`src/design/vfs_pkg.sv`:
```
// Shared types, constants and command codes of the voxel falling-sand grid.
package vfs_pkg;

	localparam int GRID_EDGE_DEF = 16;
	localparam int ID_BITS_DEF   = 8;

	localparam logic [7:0] SAND_RESET = 8'd2;

	localparam logic [1:0] CMD_WRITE = 2'd0;
	localparam logic [1:0] CMD_READ  = 2'd1;
	localparam logic [1:0] CMD_STEP  = 2'd2;

	// probe codes; the first six double as neighbour mask bit positions
	typedef logic [3:0] probe_t;
	localparam probe_t PRB_XM  = 4'd0;
	localparam probe_t PRB_XP  = 4'd1;
	localparam probe_t PRB_ZP  = 4'd2;
	localparam probe_t PRB_ZM  = 4'd3;
	localparam probe_t PRB_YP  = 4'd4;
	localparam probe_t PRB_YM  = 4'd5;
	localparam probe_t PRB_C   = 4'd6;
	localparam probe_t PRB_BXP = 4'd7;
	localparam probe_t PRB_BXM = 4'd8;
	localparam probe_t PRB_BZP = 4'd9;
	localparam probe_t PRB_BZM = 4'd10;

	typedef logic [1:0] wsel_t;
	localparam wsel_t WS_ZERO = 2'd0;
	localparam wsel_t WS_REQ  = 2'd1;
	localparam wsel_t WS_SAND = 2'd2;

	typedef struct packed {
		logic   req_ready;
		logic   load;
		logic   rd_en;
		logic   wr_en;
		wsel_t  wsel;
		probe_t prb;
		logic   cap_rv;
		logic   cap_mask;
		logic   set_moved;
		logic   advance;
		logic   ld_rsp;
	} ctl_cmd_t;

	typedef struct packed {
		logic       req_valid;
		logic [1:0] req_cmd;
		logic       req_inside;
		logic       rd_nz;
		logic       rd_sand;
		logic       inb;
		logic       y_zero;
		logic       last_cell;
		logic       rsp_busy;
	} ctl_sts_t;

	// read probe order: center, then the six faces
	function automatic probe_t next_read_probe(input probe_t p);
		probe_t n;
		case (p)
			PRB_C:   n = PRB_XM;
			PRB_XM:  n = PRB_XP;
			PRB_XP:  n = PRB_ZP;
			PRB_ZP:  n = PRB_ZM;
			PRB_ZM:  n = PRB_YP;
			PRB_YP:  n = PRB_YM;
			default: n = PRB_YM;
		endcase
		return n;
	endfunction

	// fall probe order: below, below+x, below-x, below+z, below-z
	function automatic probe_t next_fall_probe(input probe_t p);
		probe_t n;
		case (p)
			PRB_YM:  n = PRB_BXP;
			PRB_BXP: n = PRB_BXM;
			PRB_BXM: n = PRB_BZP;
			default: n = PRB_BZM;
		endcase
		return n;
	endfunction

endpackage

```
`src/design/vfs_ctrl.sv`:
```
// Controller state machine: sequences write, read-with-mask and sweep commands.
module vfs_ctrl (
	input  logic              clk,
	input  logic              arst_n,
	input  vfs_pkg::ctl_sts_t sts,
	output vfs_pkg::ctl_cmd_t ctl
);

	localparam logic [3:0] S_IDLE = 4'd0;
	localparam logic [3:0] S_WR   = 4'd1;
	localparam logic [3:0] S_RISS = 4'd2;
	localparam logic [3:0] S_RCAP = 4'd3;
	localparam logic [3:0] S_CISS = 4'd4;
	localparam logic [3:0] S_CCAP = 4'd5;
	localparam logic [3:0] S_FISS = 4'd6;
	localparam logic [3:0] S_FCAP = 4'd7;
	localparam logic [3:0] S_MVT  = 4'd8;
	localparam logic [3:0] S_MVS  = 4'd9;
	localparam logic [3:0] S_NEXT = 4'd10;
	localparam logic [3:0] S_DONE = 4'd11;

	logic [3:0]      state_q;
	vfs_pkg::probe_t prb_q;

	always_comb begin
		ctl      = '0;
		ctl.prb  = prb_q;
		ctl.wsel = vfs_pkg::WS_ZERO;
		case (state_q)
			S_IDLE: begin
				ctl.req_ready = 1'b1;
				ctl.load      = sts.req_valid;
			end
			S_WR: begin
				ctl.wr_en = 1'b1;
				ctl.wsel  = vfs_pkg::WS_REQ;
			end
			S_RISS, S_CISS, S_FISS: begin
				ctl.rd_en = 1'b1;
			end
			S_RCAP: begin
				ctl.cap_rv   = (prb_q == vfs_pkg::PRB_C);
				ctl.cap_mask = (prb_q != vfs_pkg::PRB_C);
			end
			S_MVT: begin
				ctl.wr_en     = 1'b1;
				ctl.wsel      = vfs_pkg::WS_SAND;
				ctl.set_moved = 1'b1;
			end
			S_MVS: begin
				ctl.wr_en = 1'b1;
				ctl.wsel  = vfs_pkg::WS_ZERO;
				ctl.prb   = vfs_pkg::PRB_C;
			end
			S_NEXT: begin
				ctl.advance = !sts.last_cell;
			end
			S_DONE: begin
				ctl.ld_rsp = !sts.rsp_busy;
			end
			default: begin
				ctl.req_ready = 1'b0;
			end
		endcase
	end

	always_ff @(posedge clk or negedge arst_n) begin
		if (!arst_n) begin
			state_q <= S_IDLE;
			prb_q   <= vfs_pkg::PRB_C;
		end else begin
			case (state_q)
				S_IDLE: begin
					prb_q <= vfs_pkg::PRB_C;
					if (sts.req_valid) begin
						case (sts.req_cmd)
							vfs_pkg::CMD_WRITE: state_q <= sts.req_inside ? S_WR : S_DONE;
							vfs_pkg::CMD_READ:  state_q <= sts.req_inside ? S_RISS : S_DONE;
							vfs_pkg::CMD_STEP:  state_q <= S_CISS;
							default:            state_q <= S_DONE;
						endcase
					end
				end
				S_WR: begin
					state_q <= S_DONE;
				end
				S_RISS: begin
					state_q <= S_RCAP;
				end
				S_RCAP: begin
					if (prb_q == vfs_pkg::PRB_YM) begin
						state_q <= S_DONE;
					end else begin
						prb_q   <= vfs_pkg::next_read_probe(prb_q);
						state_q <= S_RISS;
					end
				end
				S_CISS: begin
					state_q <= S_CCAP;
				end
				S_CCAP: begin
					if (sts.rd_sand && !sts.y_zero) begin
						prb_q   <= vfs_pkg::PRB_YM;
						state_q <= S_FISS;
					end else begin
						state_q <= S_NEXT;
					end
				end
				S_FISS: begin
					state_q <= S_FCAP;
				end
				S_FCAP: begin
					if (sts.inb && !sts.rd_nz) begin
						state_q <= S_MVT;
					end else if (prb_q == vfs_pkg::PRB_BZM) begin
						state_q <= S_NEXT;
					end else begin
						prb_q   <= vfs_pkg::next_fall_probe(prb_q);
						state_q <= S_FISS;
					end
				end
				S_MVT: begin
					state_q <= S_MVS;
				end
				S_MVS: begin
					state_q <= S_NEXT;
				end
				S_NEXT: begin
					prb_q   <= vfs_pkg::PRB_C;
					state_q <= sts.last_cell ? S_DONE : S_CISS;
				end
				S_DONE: begin
					if (!sts.rsp_busy) begin
						state_q <= S_IDLE;
					end
				end
				default: begin
					state_q <= S_IDLE;
				end
			endcase
		end
	end

	a_rw_excl: assert property (@(posedge clk) disable iff (!arst_n)
		!(ctl.rd_en && ctl.wr_en))
		else $error("read and write issued in the same cycle");

	a_move_pair: assert property (@(posedge clk) disable iff (!arst_n)
		(state_q == S_MVT) |=> (state_q == S_MVS))
		else $error("target write not followed by source clear");

	a_rsp_free: assert property (@(posedge clk) disable iff (!arst_n)
		ctl.ld_rsp |-> !sts.rsp_busy)
		else $error("response register overwritten while held");

endmodule

```
`config.mk`:
```
export PLATFORM = sky130hd
export DESIGN_NAME = vfs_ctrl
export DESIGN_NICKNAME = d
export VERILOG_FILES = /design/src/design/vfs_pkg.sv /design/src/design/vfs_ctrl.sv
export SDC_FILE = /design/constraint.sdc
export NUM_CORES = 1
export LEC_CHECK = 0
export ABC_CLOCK_PERIOD_IN_PS = 4300
export BUFFER_PORTS_ARGS = -buffer_cell sky130_fd_sc_hd__buf_2
export CORE_ASPECT_RATIO = 1.2
export CORE_UTILIZATION = 54
export DETAILED_ROUTE_END_ITERATION = 8
export GPL_ROUTABILITY_DRIVEN = 0
export PLACE_DENSITY = 0.83
export SETUP_SLACK_MARGIN = 0.4
export SLEW_MARGIN = 20
export SYNTH_ARGS = -nofsm -noshare
export SYNTH_HDL_FRONTEND = slang
export SYNTH_SLANG_ARGS = --single-unit
```
`constraint.sdc`:
```
create_clock -name clk -period 4.3 [get_ports clk]
set_input_delay 0.86 -clock clk [delete_from_list [all_inputs] [get_ports clk]]
set_output_delay 0.86 -clock clk [all_outputs]
set_load 0.01 [all_outputs]
```
==> run summary <==
The flow ran to the end, and the final reports show no timing, DRC or antenna violations. The number of hold buffers added after CTS was 0. The peak fanout along the critical path is 24.

TritonCTS built the clock tree. The number of global-route vias before repair was 808. In this run the critical register-to-register path is launched from state_q[0]. Dividing the detail-routed wire length by the instance count gives 13.9 µm. The flip-flop and latch count after synthesis is 8. Setup repair after global routing left no endpoint under its margin. In this run the static leakage power is 0.478 nW.

The maximum number of pins on one net before global-route repair is 25. The horizontal extent of the die came out at 38.9 µm. The number of gates given a new drive strength after cts came out at 0. With fillers left out, the area of the finished cells amounts to 0.00102 mm².

The die outline height came out at 46.2 µm. The clock arrives with 0.00453 ns of skew. Synthesis produced a netlist with a net count of 132. The cell sitting at the root of the clock tree is a sky130_fd_sc_hd__clkbuf_4. The type of the worst setup path is flip-flop to output port.

For the pin with the worst max-slew slack, the measured transition is 0.710 ns. Pin placement for this block handled 27 I/O pins. The post-route DRC violation count came out at 0.

Setup violations remaining at the end of the flow were counted as 0. The worst hold-check path type is input port to asynchronous set/reset pin. For the worst setup path, the data arrival time is 1.99 ns. The number of filler cells placed in the layout came out at 122.

The total placed instance area is 991 µm². The final wirelength is 2.20 mm. Port buffering added 26 buffers. Measured against its own limit, the worst slew margin works out to 0.526. Leaving out fill and tap cells, the most frequent cell in the layout is sky130_fd_sc_hd__buf_2. The share of the clock period used by the worst path came out at 0.662. The insertion delay to the later sink of the worst-skew pair is 0.26 ns. The post-synthesis sequential area ratio is 0.230. The number of max-slew violations in the final report is 0. The total CTS buffers is 3. The number of warnings reported in the yosys synthesis log came out at 0. A synthesized cell averages 7.34 µm².

The worst vdd rail ir drop is 0.000427 V. The worst-case clock buffer depth came out at 2. The level count of the clock H-tree came out at 1. The area enclosed by the die boundary is 0.00180 mm². For the worst flop-to-flop path, the logic depth is 5. The DRC violation total after the first TritonRoute iteration came out at 34. The number of nets in the finished design is 154. Setup total negative slack on the finished layout was measured at 0 ns.

The reported max-cap violation count came out at 0. The area of the mapped netlist came out at 881 µm². The detail-routed via count per cell is 6.04.

The time the worst path needs with I/O delays and setup is 2.85 ns. The number of antenna diodes is 0. Tracing the worst setup path back leads to its startpoint at state_q[3]. Across all hold checks on the routed design, the worst slack comes to 0.425 ns. At the worst endpoint, the required time is 3.44 ns. In this run the power density over the cells is 814 mW/mm². The first global-routing pass estimated 3.45 mm of wire. The clock transition at the registers of the reported paths came out at 0.06 ns. The ratio of cells with drive above 1 in the final layout is 0.284. The worst setup path is captured at an output port. The clock sink count is 8. The final non-filler cell total is 158.

The floorplan step defined a core boundary enclosing 0.00148 mm². The instance count after placement with tap cells included is 154. The number of post-CTS setup repair buffers came out at 0. The detail route stage leaves a number of antenna-violating nets equal to 0.

The initial antenna violation count came out at 0. Relative to the synthesized area, the layout overhead comes to 15.5%. Synthesis instantiated 39 different standard cells from the library.

In the layout the commonest cells are sky130_fd_sc_hd__buf_2 (26), sky130_fd_sc_hd__nand2_1 (11), sky130_fd_sc_hd__a21oi_1 (11). Timing would allow up to 0.351 GHz. After technology mapping, the gate count stands at 120. The final number of hold-violating endpoints was 0.

At the end of the flow the core is filled with cells to 0.686. The worst setup path is launched from a flip-flop. The initial standard-cell utilization of the core came out at 0.594. The total global routing track utilization is 0.274. The first detailed-routing pass ran for 4 iterations. The detailed placer's ending HPWL is 1.67 mm. The number of rows in the core area is 15. The total congestion overflow is 0.

The total vias in the final route is 955.
## synthesized netlist by cell type
cell                        count  area share
sky130_fd_sc_hd__a2111oi_0      1      0.0099
sky130_fd_sc_hd__a21o_1         1      0.0085
sky130_fd_sc_hd__a21oi_1       11       0.062
sky130_fd_sc_hd__a221oi_1       2       0.020
sky130_fd_sc_hd__a311o_1        1       0.011
sky130_fd_sc_hd__a31o_2         1      0.0099
sky130_fd_sc_hd__a31oi_1        1      0.0071
sky130_fd_sc_hd__and2_1         1      0.0071
sky130_fd_sc_hd__buf_1          1      0.0043
sky130_fd_sc_hd__buf_2          5       0.028
sky130_fd_sc_hd__clkbuf_1       2      0.0085
sky130_fd_sc_hd__clkbuf_2       1      0.0057
sky130_fd_sc_hd__dfrtp_1        6        0.17
sky130_fd_sc_hd__dfstp_2        2       0.060
sky130_fd_sc_hd__inv_1          6       0.026
sky130_fd_sc_hd__mux2_4         4       0.068
sky130_fd_sc_hd__mux2i_1        2       0.023
sky130_fd_sc_hd__nand2_1       11       0.047
sky130_fd_sc_hd__nand2b_1       6       0.043
sky130_fd_sc_hd__nand3_1        1      0.0057
sky130_fd_sc_hd__nand4b_1       1      0.0099
sky130_fd_sc_hd__nand4bb_1      1       0.013
sky130_fd_sc_hd__nor2_1         9       0.038
sky130_fd_sc_hd__nor2_2         1      0.0071
sky130_fd_sc_hd__nor2b_1        9       0.064
sky130_fd_sc_hd__nor3_1         7       0.040
sky130_fd_sc_hd__nor3b_1        1      0.0085
sky130_fd_sc_hd__nor4_1         4       0.028
sky130_fd_sc_hd__nor4_2         1       0.014
sky130_fd_sc_hd__o211ai_1       1      0.0085
sky130_fd_sc_hd__o21a_1         1      0.0085
sky130_fd_sc_hd__o21ai_0        9       0.051
sky130_fd_sc_hd__o21bai_1       1      0.0085
sky130_fd_sc_hd__o221ai_2       1       0.017
sky130_fd_sc_hd__o31ai_1        1      0.0085
sky130_fd_sc_hd__or2_2          1      0.0071
sky130_fd_sc_hd__or3_1          2       0.014
sky130_fd_sc_hd__or4_1          1      0.0085
sky130_fd_sc_hd__xor2_1         2       0.020
## sequential cells by signal (all words and copies together), names as in the netlist
signal,count
prb_q,4
state_q,4
## power by group
group	switching, mW	internal, mW
combinational	0.267	0.253
sequential	0.126	0.118
clock	0.0283	0.0357
total	0.422	0.406
## worst paths after layout
check | slack (ns) | to
worst max-delay path | 1.45 | ctl[6]
min in group clk | 0.67 | prb_q[3]
worst min register to register | 0.67 | prb_q[3]
worst max register to register | 2.02 | prb_q[0]
worst min-delay path | 0.43 | prb_q[0]
max in group asynchronous | 3.64 | prb_q[2]
## layer usage
metal / vias up / track usage / share of wire
met1: 447 / 0.324 / 0.42
met3: 2 / 0.0725 / 0.057
li1: 469 / - / -
met4: 0 / 0.0414 / 0.0036
met2: 37 / 0.493 / 0.52
met5: - / 0 / 0
## metrics by stage
stage | setup WS (ns) | total power, mW
finish | 1.45 | 0.828
global route | 1.35 | 0.893
CTS | 1.52 | 0.823
detailed placement | 1.80 | 0.759
global placement | 1.89 | 0.739
floorplan | 2.02 | 0.634
## final cells by class
class	instances	area, µm²	share of cell area
well taps	17	21.3	0.0209
inverters	6	22.5	0.0221
clock buffers	4	26.3	0.0258
repair buffers	26	130	0.128
multi-input cells	97	614	0.604
flip-flops and latches	8	203	0.199
## cells by family after synthesis
kind of cell              Yosys count  synth area share
AOI/OAI and AO/OA                  32             0.232
xor gates and xnor gates            2            0.0199
buffers and inverters              15            0.0724
DFF                                 8             0.230
muxes                               6            0.0909
and+or+nand+nor                    57             0.355
## critical path: stages (launching register included)
cell and delay [ns]:
sky130_fd_sc_hd__dfrtp_1 0.79, sky130_fd_sc_hd__nand2b_1 0.33, sky130_fd_sc_hd__nor2_1 0.33, sky130_fd_sc_hd__or2_2 0.16, sky130_fd_sc_hd__buf_2 0.11
(Power assumes the default switching activity.)
